[src/design/gcd_lcm_unit_macros.svh]
// ----------------------------------------------------------------------------
// gcd_lcm_unit_macros: assertion macros
// Concurrent assertion wrappers shared by the gcd/lcm unit modules. They are
// clocked by clk and disabled while rst_n is low. They compile away for
// synthesis.
// ----------------------------------------------------------------------------
`ifndef GCD_LCM_UNIT_MACROS_SVH
`define GCD_LCM_UNIT_MACROS_SVH

`ifndef SYNTHESIS
`define GLU_ASSERT_PROP(label, prop, msg) \
    label: assert property (@(posedge clk) disable iff (!rst_n) prop) else $error(msg);
`define GLU_ASSERT_NEVER(label, cond, msg) \
    `GLU_ASSERT_PROP(label, !(cond), msg)
`else
`define GLU_ASSERT_PROP(label, prop, msg)
`define GLU_ASSERT_NEVER(label, cond, msg)
`endif

`endif

[src/design/glu_pkg.sv]
// ----------------------------------------------------------------------------
// glu_pkg: shared definitions for the gcd/lcm unit
// Operand width, status and command codes, sequencer states and the structs
// that pass between the sequencer, the divider and the top level.
// ----------------------------------------------------------------------------
`timescale 1ns / 1ps

package glu_pkg;

    localparam int OPERAND_BITS = 31;
    localparam int PROD_BITS    = 2 * OPERAND_BITS;
    localparam int CNT_BITS     = $clog2(OPERAND_BITS + 1);

    typedef logic [OPERAND_BITS-1:0] operand_t;

    localparam operand_t OPERAND_MAX = {OPERAND_BITS{1'b1}};

    localparam logic CMD_GCD = 1'b0;
    localparam logic CMD_LCM = 1'b1;

    typedef enum logic [1:0] {
        STATUS_OK       = 2'd0,
        STATUS_ZERO     = 2'd1,
        STATUS_OVERFLOW = 2'd2
    } status_t;

    typedef enum logic [2:0] {
        ST_IDLE,
        ST_LOAD,
        ST_GCD_WAIT,
        ST_QUO_WAIT,
        ST_MUL_CHECK,
        ST_FINISH
    } seq_state_t;

    typedef struct packed {
        logic     start;
        operand_t dividend;
        operand_t divisor;
    } div_req_t;

    typedef struct packed {
        logic     done;
        operand_t quotient;
        operand_t remainder;
    } div_rsp_t;

    typedef struct packed {
        logic     valid;
        operand_t result;
        status_t  status;
    } seq_rsp_t;

endpackage

[src/design/glu_divider.sv]
// ----------------------------------------------------------------------------
// glu_divider: iterative restoring divider
// Produces quotient and remainder one bit per cycle. done pulses for one
// cycle after the last step; the results then hold until the next start.
// ----------------------------------------------------------------------------
`timescale 1ns / 1ps
`include "gcd_lcm_unit_macros.svh"

module glu_divider
    import glu_pkg::*;
(
    input  logic     clk,
    input  logic     rst_n,
    input  div_req_t div_req,
    output div_rsp_t div_rsp
);

    operand_t              rem_reg;
    operand_t              quo_reg;
    operand_t              div_reg;
    logic [CNT_BITS-1:0]   cnt_reg;
    logic                  busy_reg;
    logic                  done_reg;

    logic [OPERAND_BITS:0] trial;
    logic [OPERAND_BITS:0] diff;

    // Shift the next dividend bit into the partial remainder and try a subtract.
    assign trial = {rem_reg, quo_reg[OPERAND_BITS-1]};
    assign diff  = trial - {1'b0, div_reg};

    always_ff @(posedge clk or negedge rst_n)
    begin
        if (!rst_n)
        begin
            busy_reg <= 1'b0;
            done_reg <= 1'b0;
            cnt_reg  <= '0;
        end
        else
        begin
            done_reg <= 1'b0;
            if (div_req.start)
            begin
                busy_reg <= 1'b1;
                cnt_reg  <= CNT_BITS'(OPERAND_BITS);
            end
            else if (busy_reg)
            begin
                cnt_reg <= cnt_reg - 1'b1;
                if (cnt_reg == CNT_BITS'(1))
                begin
                    busy_reg <= 1'b0;
                    done_reg <= 1'b1;
                end
            end
        end
    end

    always_ff @(posedge clk)
    begin
        if (div_req.start)
        begin
            rem_reg <= '0;
            quo_reg <= div_req.dividend;
            div_reg <= div_req.divisor;
        end
        else if (busy_reg)
        begin
            if (!diff[OPERAND_BITS])
            begin
                rem_reg <= diff[OPERAND_BITS-1:0];
                quo_reg <= {quo_reg[OPERAND_BITS-2:0], 1'b1};
            end
            else
            begin
                rem_reg <= trial[OPERAND_BITS-1:0];
                quo_reg <= {quo_reg[OPERAND_BITS-2:0], 1'b0};
            end
        end
    end

    assign div_rsp.done      = done_reg;
    assign div_rsp.quotient  = quo_reg;
    assign div_rsp.remainder = rem_reg;

    `GLU_ASSERT_NEVER(a_no_start_while_busy, div_req.start && busy_reg, "divider restarted while busy")
    `GLU_ASSERT_PROP(a_rem_below_divisor, done_reg |-> (rem_reg < div_reg), "remainder not below divisor")

endmodule

[src/design/glu_sequencer.sv]
// ----------------------------------------------------------------------------
// glu_sequencer: control and operand registers for gcd/lcm
// Runs Euclid's remainder loop on the shared divider, then for lcm divides a
// by the gcd, multiplies by b and checks the product against the range.
// ----------------------------------------------------------------------------
`timescale 1ns / 1ps
`include "gcd_lcm_unit_macros.svh"

module glu_sequencer
    import glu_pkg::*;
(
    input  logic     clk,
    input  logic     rst_n,
    input  logic     req_valid,
    output logic     req_ready,
    input  logic     command,
    input  operand_t operand_a,
    input  operand_t operand_b,
    output div_req_t div_req,
    input  div_rsp_t div_rsp,
    output seq_rsp_t seq_rsp,
    input  logic     take
);

    seq_state_t             state_reg;
    seq_state_t             state_next;

    logic                   cmd_reg;
    operand_t               a_reg;
    operand_t               b_reg;
    operand_t               y_reg;
    logic [PROD_BITS-1:0]   prod_reg;
    operand_t               res_reg;
    status_t                st_reg;

    logic                   zero_case;
    logic                   a_greater;
    logic                   rem_zero;
    logic                   res_load;
    operand_t               res_next;
    status_t                st_next;
    logic                   prod_load;

    assign zero_case = (cmd_reg == CMD_GCD) ? (b_reg == '0) : ((a_reg == '0) || (b_reg == '0));
    assign a_greater = a_reg > b_reg;
    assign rem_zero  = div_rsp.remainder == '0;

    always_comb
    begin
        state_next = state_reg;
        case (state_reg)
            ST_IDLE:
            begin
                if (req_valid)
                begin
                    state_next = ST_LOAD;
                end
            end
            ST_LOAD:
            begin
                state_next = zero_case ? ST_FINISH : ST_GCD_WAIT;
            end
            ST_GCD_WAIT:
            begin
                if (div_rsp.done && rem_zero)
                begin
                    state_next = (cmd_reg == CMD_GCD) ? ST_FINISH : ST_QUO_WAIT;
                end
            end
            ST_QUO_WAIT:
            begin
                if (div_rsp.done)
                begin
                    state_next = ST_MUL_CHECK;
                end
            end
            ST_MUL_CHECK:
            begin
                state_next = ST_FINISH;
            end
            ST_FINISH:
            begin
                if (take)
                begin
                    state_next = ST_IDLE;
                end
            end
            default:
            begin
                state_next = ST_IDLE;
            end
        endcase
    end

    always_comb
    begin
        req_ready        = 1'b0;
        div_req.start    = 1'b0;
        div_req.dividend = a_reg;
        div_req.divisor  = b_reg;
        res_load         = 1'b0;
        res_next         = '0;
        st_next          = STATUS_OK;
        prod_load        = 1'b0;
        case (state_reg)
            ST_IDLE:
            begin
                req_ready = 1'b1;
            end
            ST_LOAD:
            begin
                if (zero_case)
                begin
                    res_load = 1'b1;
                    st_next  = STATUS_ZERO;
                end
                else
                begin
                    div_req.start = 1'b1;
                    // lcm runs Euclid on the larger and the smaller operand.
                    if (cmd_reg == CMD_LCM && !a_greater)
                    begin
                        div_req.dividend = b_reg;
                        div_req.divisor  = a_reg;
                    end
                end
            end
            ST_GCD_WAIT:
            begin
                if (div_rsp.done)
                begin
                    if (!rem_zero)
                    begin
                        div_req.start    = 1'b1;
                        div_req.dividend = y_reg;
                        div_req.divisor  = div_rsp.remainder;
                    end
                    else if (cmd_reg == CMD_GCD)
                    begin
                        res_load = 1'b1;
                        res_next = y_reg;
                    end
                    else
                    begin
                        div_req.start    = 1'b1;
                        div_req.dividend = a_reg;
                        div_req.divisor  = y_reg;
                    end
                end
            end
            ST_QUO_WAIT:
            begin
                prod_load = div_rsp.done;
            end
            ST_MUL_CHECK:
            begin
                res_load = 1'b1;
                if (|prod_reg[PROD_BITS-1:OPERAND_BITS])
                begin
                    res_next = OPERAND_MAX;
                    st_next  = STATUS_OVERFLOW;
                end
                else
                begin
                    res_next = prod_reg[OPERAND_BITS-1:0];
                end
            end
            ST_FINISH:
            begin
                req_ready = 1'b0;
            end
            default:
            begin
                req_ready = 1'b0;
            end
        endcase
    end

    always_ff @(posedge clk or negedge rst_n)
    begin
        if (!rst_n)
        begin
            state_reg <= ST_IDLE;
        end
        else
        begin
            state_reg <= state_next;
        end
    end

    always_ff @(posedge clk)
    begin
        if (req_valid && req_ready)
        begin
            cmd_reg <= command;
            a_reg   <= operand_a;
            b_reg   <= operand_b;
        end
        if (div_req.start)
        begin
            y_reg <= div_req.divisor;
        end
        if (prod_load)
        begin
            prod_reg <= PROD_BITS'(div_rsp.quotient) * PROD_BITS'(b_reg);
        end
        if (res_load)
        begin
            res_reg <= res_next;
            st_reg  <= st_next;
        end
    end

    assign seq_rsp.valid  = (state_reg == ST_FINISH);
    assign seq_rsp.result = res_reg;
    assign seq_rsp.status = st_reg;

    `GLU_ASSERT_PROP(a_ok_result_nonzero, (seq_rsp.valid && st_reg == STATUS_OK) |-> (res_reg != '0), "ok result is zero")

endmodule

[src/design/gcd_lcm_unit.sv]
// ----------------------------------------------------------------------------
// gcd_lcm_unit: greatest common divisor and least common multiple
// A zero operand (b for gcd, a or b for lcm) skips the divider; gcd runs
// one divide per Euclid remainder step, and lcm adds a divide for the
// quotient and the product check. Every remainder goes through one shared
// bit-serial divider, so one request is in work at a time: the next
// request is taken only after the result moves to the output register.
// Reset (rst_n, asynchronous) returns to idle with no result pending.
// ----------------------------------------------------------------------------
`timescale 1ns / 1ps
`include "gcd_lcm_unit_macros.svh"

module gcd_lcm_unit
    import glu_pkg::*;
(
    input  logic     clk,
    input  logic     rst_n,
    input  logic     req_valid,
    output logic     req_ready,
    input  logic     command,
    input  operand_t operand_a,
    input  operand_t operand_b,
    output logic     rsp_valid,
    input  logic     rsp_ready,
    output operand_t result,
    output logic [1:0] status
);

    div_req_t   div_req;
    div_rsp_t   div_rsp;
    seq_rsp_t   seq_rsp;
    logic       take;

    logic       rsp_valid_reg;
    operand_t   result_reg;
    logic [1:0] status_reg;

    glu_sequencer u_sequencer (
        .clk       (clk),
        .rst_n     (rst_n),
        .req_valid (req_valid),
        .req_ready (req_ready),
        .command   (command),
        .operand_a (operand_a),
        .operand_b (operand_b),
        .div_req   (div_req),
        .div_rsp   (div_rsp),
        .seq_rsp   (seq_rsp),
        .take      (take)
    );

    glu_divider u_divider (
        .clk     (clk),
        .rst_n   (rst_n),
        .div_req (div_req),
        .div_rsp (div_rsp)
    );

    // The output register frees the sequencer as soon as the result moves in.
    assign take = seq_rsp.valid && (!rsp_valid_reg || rsp_ready);

    always_ff @(posedge clk or negedge rst_n)
    begin
        if (!rst_n)
        begin
            rsp_valid_reg <= 1'b0;
        end
        else if (take)
        begin
            rsp_valid_reg <= 1'b1;
        end
        else if (rsp_ready)
        begin
            rsp_valid_reg <= 1'b0;
        end
    end

    always_ff @(posedge clk)
    begin
        if (take)
        begin
            result_reg <= seq_rsp.result;
            status_reg <= seq_rsp.status;
        end
    end

    assign rsp_valid = rsp_valid_reg;
    assign result    = result_reg;
    assign status    = status_reg;

    `GLU_ASSERT_PROP(a_busy_after_request, (req_valid && req_ready) |=> !req_ready, "ready right after a request")

endmodule

[config.mk]
export PLATFORM = sky130hd
export DESIGN_NAME = gcd_lcm_unit
export DESIGN_NICKNAME = d
export VERILOG_FILES = /design/src/design/glu_pkg.sv /design/src/design/glu_divider.sv /design/src/design/glu_sequencer.sv /design/src/design/gcd_lcm_unit.sv
export VERILOG_INCLUDE_DIRS = /design/src /design/src/design
export SDC_FILE = /design/constraint.sdc
export NUM_CORES = 2
export LEC_CHECK = 0
export ABC_AREA = 1
export BUFFER_PORTS_ARGS = -buffer_cell sky130_fd_sc_hd__buf_2
export CORE_AREA = 2 2 300 302
export DETAILED_ROUTE_END_ITERATION = 10
export DIE_AREA = 0 0 302 304
export PLACE_DENSITY = 0.71
export SLEW_MARGIN = 15
export SYNTH_ARGS = -nofsm -noshare
export SYNTH_HDL_FRONTEND = slang
export SYNTH_SLANG_ARGS = --single-unit
[constraint.sdc]
create_clock -name clk -period 8.2 [get_ports clk]
set_input_delay 1.23 -clock clk [delete_from_list [all_inputs] [get_ports clk]]
set_output_delay 1.23 -clock clk [all_outputs]
set_load 0.05 [all_outputs]
[Word level (Yosys, flattened, before mapping)]
Index checks and enable logic that the tools add are counted.
W data, S select, Z words.
Word-level totals
  input bits: 67
  word-level logic and storage cells: 91
  register bits: 295
  output and inout port bits: 35
Cells by class
  reduce and logical (&&, ||, !) cells: 17
  muxes and demuxes: 43
  equality and inequality tests: 11
  multipliers: 1
  $add $sub $neg: 2
  order comparisons: 1
Operators by type and width (count)
  $mux W63: 4
  $mux W31: 7
  $pmux W63 S2: 1
  $logic_not A31 Y1: 3
  $mul A31 B31 Y62: 1
  $mux W62: 1
  $pmux W31 S2: 1
  $sub A32 B31 Y32: 1
  $gt A31 B31 Y1: 1
  $reduce_or A31 Y1: 1
  $mux W3: 6
  $pmux W3 S6: 1
  $mux W1: 17
  $mux W5: 2
  $eq A3 B2 Y1 const B: 2
  $eq A3 B3 Y1 const B: 2
  $ne A2 B1 Y1 const B: 3
  $eq A5 B1 Y1 const B: 1
  $sub A5 B1 Y5 const B: 1
  $logic_and A1 B1 Y1: 4
  $ne A4 B4 Y1 const B: 1
  $pmux W2 S2: 1
  $reduce_and A4 Y1: 1
  $reduce_bool A2 Y1: 2
  8 further kinds: 10

[Longest topological paths before layout]
  depth in word-level cells: 7
  gate-level depth with buffers: 33
  gate-level depth less buffers: 31

[By module]
From an unflattened synthesis, not the netlist that was laid out.
Unflattened totals
  cells, all modules: 6573
  area, all modules: 51354.3 sq um
Modules (own cells, without submodules)
  glu_sequencer: area an instance 43698.2 sq um, seq. area each 5750.5 sq um, times used 1, cells an instance 5545
  glu_divider: area an instance 6616.3 sq um, seq. area each 2657.5 sq um, times used 1, cells an instance 989
  gcd_lcm_unit: area an instance 1039.7 sq um, seq. area each 1016.0 sq um, times used 1, cells an instance 39

[Worst setup path before layout]
Ideal clock, no wire load.
  kind: reg2reg
  start: reg u_sequencer.b_reg[8]
  end: reg u_sequencer.prod_reg[57] (data pin)
  slack: 1.579 ns
  path buffers: 2
  arrival: 6.369 ns
  required time: 7.948 ns
  clock period less this slack: 6.621 ns
  library setup time: 0.252 ns
  stages on the path, launching flop included: 29
  cells stage by stage: edfxtp_1 clkbuf_1 clkbuf_1 nand2_1 inv_1 fa_1 fa_1 inv_1 fa_1 fa_1 inv_1 fa_1 fa_1 fa_1 inv_1 fa_1 inv_1 ha_1 nand2_1 nor2_1 inv_1 nor2_1 inv_1 nor3_1 nand2_1 o211ai_1 nand3_1 nand3_1 nand2_1
Between the ends
  word-level cells in the longest chain between the ends: 1
Ends and longest elaborated chain
  start, declared: RTL line glu_sequencer.sv:30  | operand_t b_reg;
  start signal, assigned: RTL line glu_sequencer.sv:197  | b_reg <= operand_b;
  $mul A31 B31 Y62: RTL line glu_sequencer.sv:205  | prod_reg <= PROD_BITS'(div_rsp.quotient) * PROD_BITS'(b_reg);
  end signal, assigned: RTL line glu_sequencer.sv:205
  end, declared: RTL line glu_sequencer.sv:32  | logic [PROD_BITS-1:0] prod_reg;
No other way between the ends.
A chain may end at the register's enable or synchronous reset.

[Worst setup path in the final report]
  start: reg u_divider.quo_reg[22]
  end: reg u_sequencer.prod_reg[56] (data pin)
Between the ends
  word-level cells in the longest chain between the ends: 1
Ends and longest elaborated chain
  start, declared: RTL line glu_divider.sv:19  | operand_t quo_reg;
  start signal, assigned: RTL line glu_divider.sv:65  | quo_reg <= div_req.dividend;
  start signal, assigned: RTL line glu_divider.sv:73  | quo_reg <= {quo_reg[OPERAND_BITS-2:0], 1'b1};
  start signal, assigned: RTL line glu_divider.sv:78  | quo_reg <= {quo_reg[OPERAND_BITS-2:0], 1'b0};
  $mul A31 B31 Y62: RTL line glu_sequencer.sv:205
No other way between the ends.

==> impl_metrics.toml <==
[yosys]
synth_cell_types = 41
synth_edf_count = 253
synthesis.nets = 7348
syn_avg_cell_area_um2 = 7.92
synth-seq-cells = 295
yosysSeqAreaShare = 0.175
yosysWarningCount = 0
synth_top_flop_cell = "edfxtp_1"
async_reset_ff_frac = 0.0373
syn_inst = 6124
netlist_area_um2 = 48500

[cts]
cts_tree = "done"
cts_buffers = 36
clkSlewWorstSetupHoldPaths_ps = 70
clk_latency_ps = 570
clock_path_buffers = 3
cts_sinks = 295
cts_root_buffer = "clkbuf_16"
htreeDepth = 2
hold_buffers = 0

[drt]
vias = 40300
routed_wirelength_mm = 155
drc_errors = 0
viasPerCell = 5.48
wl_per_cell_um = 21.1
ant_nets = 0
drtPass1Iterations = 8
first_iter_violations = 3886

[run]
maxCapViolCount = 0

[timing]
rsz0062_at_grt = "no"
period_needed_ps = 7880
worstMarginPinSlew_ps = 1140
final_hold_viol_count = 0
finalCritPeriodShare = 0.961
final_max_slew_viol_count = 0
clock_skew_ps = 20.2
slew_headroom = 0.242
max_freq_mhz = 127
setup_viol = 0
fin_setup_tns_ps = 0

[placement]
hpwl_mm = 129
numPortBuffers = 101
place_congestion = 1.04

[global_routing]
antenna_found_initial = 8
grt_pass1_wl_mm = 241
track_usage = 0.346
overflow = 0
grt_max_degree = 64
grt_pass1_vias = 40600

[die]
boundaryPins = 102
dieArea_um2 = 91800
die_w_um = 302
coreArea_um2 = 89000
num_rows = 110
start_util = 0.544
die-height_um = 304

[worst_setup_path]
cp.arrival_ps = 8180
start_kind = "flip-flop"
cp-end-kind = "flip-flop"
reg2reg_depth = 24
crit_fanout = 13
critical_path_class = "reg2reg"
cp.required_ps = 8510

[worst_hold_path]
hold_class = "reg2reg"
hold_path_depth = 0

[finish]
layout-area-overhead-vs-synth_pct = 6.82
nets = 7367
drive_above_1_share = 0.0571
final_common_cell = "nand2_1"
largest_reg_flops = 62
final_cell_mix = "nand2_1, inv_1, fa_1, ha_1, nor2_1"

[run_status]
outcome = "finished clean"
[cell type report]
type / count / area [um^2]
Sequential cell: 295 / 8490
Clock buffer: 38 / 908
Inverter: 1596 / 5990
Timing Repair Buffer: 260 / 1790
Fill cell: 8186 / 37300
Multi-Input combinational cell: 3954 / 32900
Tap cell: 1176 / 1470
Antenna cell: 7 / 17.5
Clock inverter: 26 / 199
[per-layer routing]
metal | up-vias | track usage | routed length [um]
li1 | 18100 | - | -
met1 | 20000 | 0.479 | 62200
met2 | 1884 | 0.545 | 72000
met3 | 299 | 0.0686 | 15100
met4 | 4 | 0.115 | 5930
met5 | - | 0 | 27
[worst max-delay path: stages (launching register included)]
cell,delay (ps)
edfxtp_1,840
buf_4,310
buf_4,250
nand2_1,100
fa_1,480
inv_1,50
fa_1,480
inv_1,60
fa_1,510
inv_1,60
fa_1,550
fa_1,460
fa_1,520
fa_1,410
ha_1,280
ha_1,420
nand2_1,110
nor2_1,120
inv_1,80
nor2_1,140
inv_1,110
nor4_1,630
nand3_1,370
nand3_1,180
nand2_1,70
[metrics by stage]
| step | instance area (um^2) | instances | worst slack, ps | hold slack (ps) | utilization |
|---|---|---|---|---|---|
| 2_1_floorplan | 48500 | 6124 | 1580 | 400 | - |
| 3_3_place_gp | 50500 | 7269 | 265 | 401 | 0.567 |
| 3_5_place_dp | 50500 | 7269 | 312 | 405 | 0.567 |
| 4_1_cts | 51600 | 7333 | 266 | 417 | 0.580 |
| 5_1_grt | 51800 | 7351 | 41.2 | 422 | 0.582 |
| 6_report | 51800 | 7352 | 322 | 415 | 0.582 |
[worst paths after layout]
check / to / startpoint / slack, ps
max in group asynchronous: u_sequencer.state_reg[1]$_DFFE_PN0P_ / rst_n / 7450
min reg2reg: status[1]$_DFFE_PP_ / u_sequencer.st_reg[1]$_DFFE_PP_ / 410
max: u_sequencer.prod_reg[56]$_DFFE_PP_ / u_divider.quo_reg[22]$_DFFE_PP_ / 320
min in group asynchronous: u_divider.cnt_reg[0]$_DFFE_PN0P_ / rst_n / 540
min: status[1]$_DFFE_PP_ / u_sequencer.st_reg[1]$_DFFE_PP_ / 410
max reg2reg: u_sequencer.prod_reg[56]$_DFFE_PP_ / u_divider.quo_reg[22]$_DFFE_PP_ / 320
[cell families (layout without fill, tap and decap cells)]
group                      after synthesis  count (layout)  synth area share
AOI/OAI and AO/OA                      503             503            0.0548
other                                    0               7                 0
adders and majority gates             1157            1157             0.428
DFF                                    295             295             0.175
buffers and inverters                 1875            1920             0.147
and+or+nand+nor                       2229            2229             0.183
xor gates and xnor gates                65              65            0.0117
[repair_timing]
action                     4_1_cts  5_1_grt
resized for setup                0        1
setup endpoints to repair        0        5
setup buffers                    0       12
[synthesized netlist by cell type (3+ instances only)]
cell type  count  area share
nand3b_1       7      0.0011
nand2_2        5     0.00065
buf_1          3     0.00023
nor4_1        15      0.0019
a31oi_1        9      0.0012
edfxtp_1     253        0.16
a21oi_1      250       0.026
nand2_1     1618        0.13
ha_1         319       0.082
inv_1       1582        0.12
fa_1         838        0.35
nand3_1      205       0.021
o22ai_1       31      0.0040
xor2_1        38      0.0069
inv_2         14      0.0011
o21ai_1       56      0.0058
nor2_1       300       0.023
dfrtp_1       11      0.0057
nand4_1       29      0.0037
a21o_1         9      0.0014
o31ai_1        3     0.00046
o21ai_0      121       0.012
dfxtp_1       31       0.013
o21bai_1      17      0.0026
clkbuf_1     241       0.019
and3_1         3     0.00039
nor3_1        39      0.0040
buf_2         21      0.0022
xnor2_1       27      0.0049
buf_4         12      0.0019
Power is not shown: default switching activity piles up to over one toggle a cycle in this logic, so the estimate is an artifact.
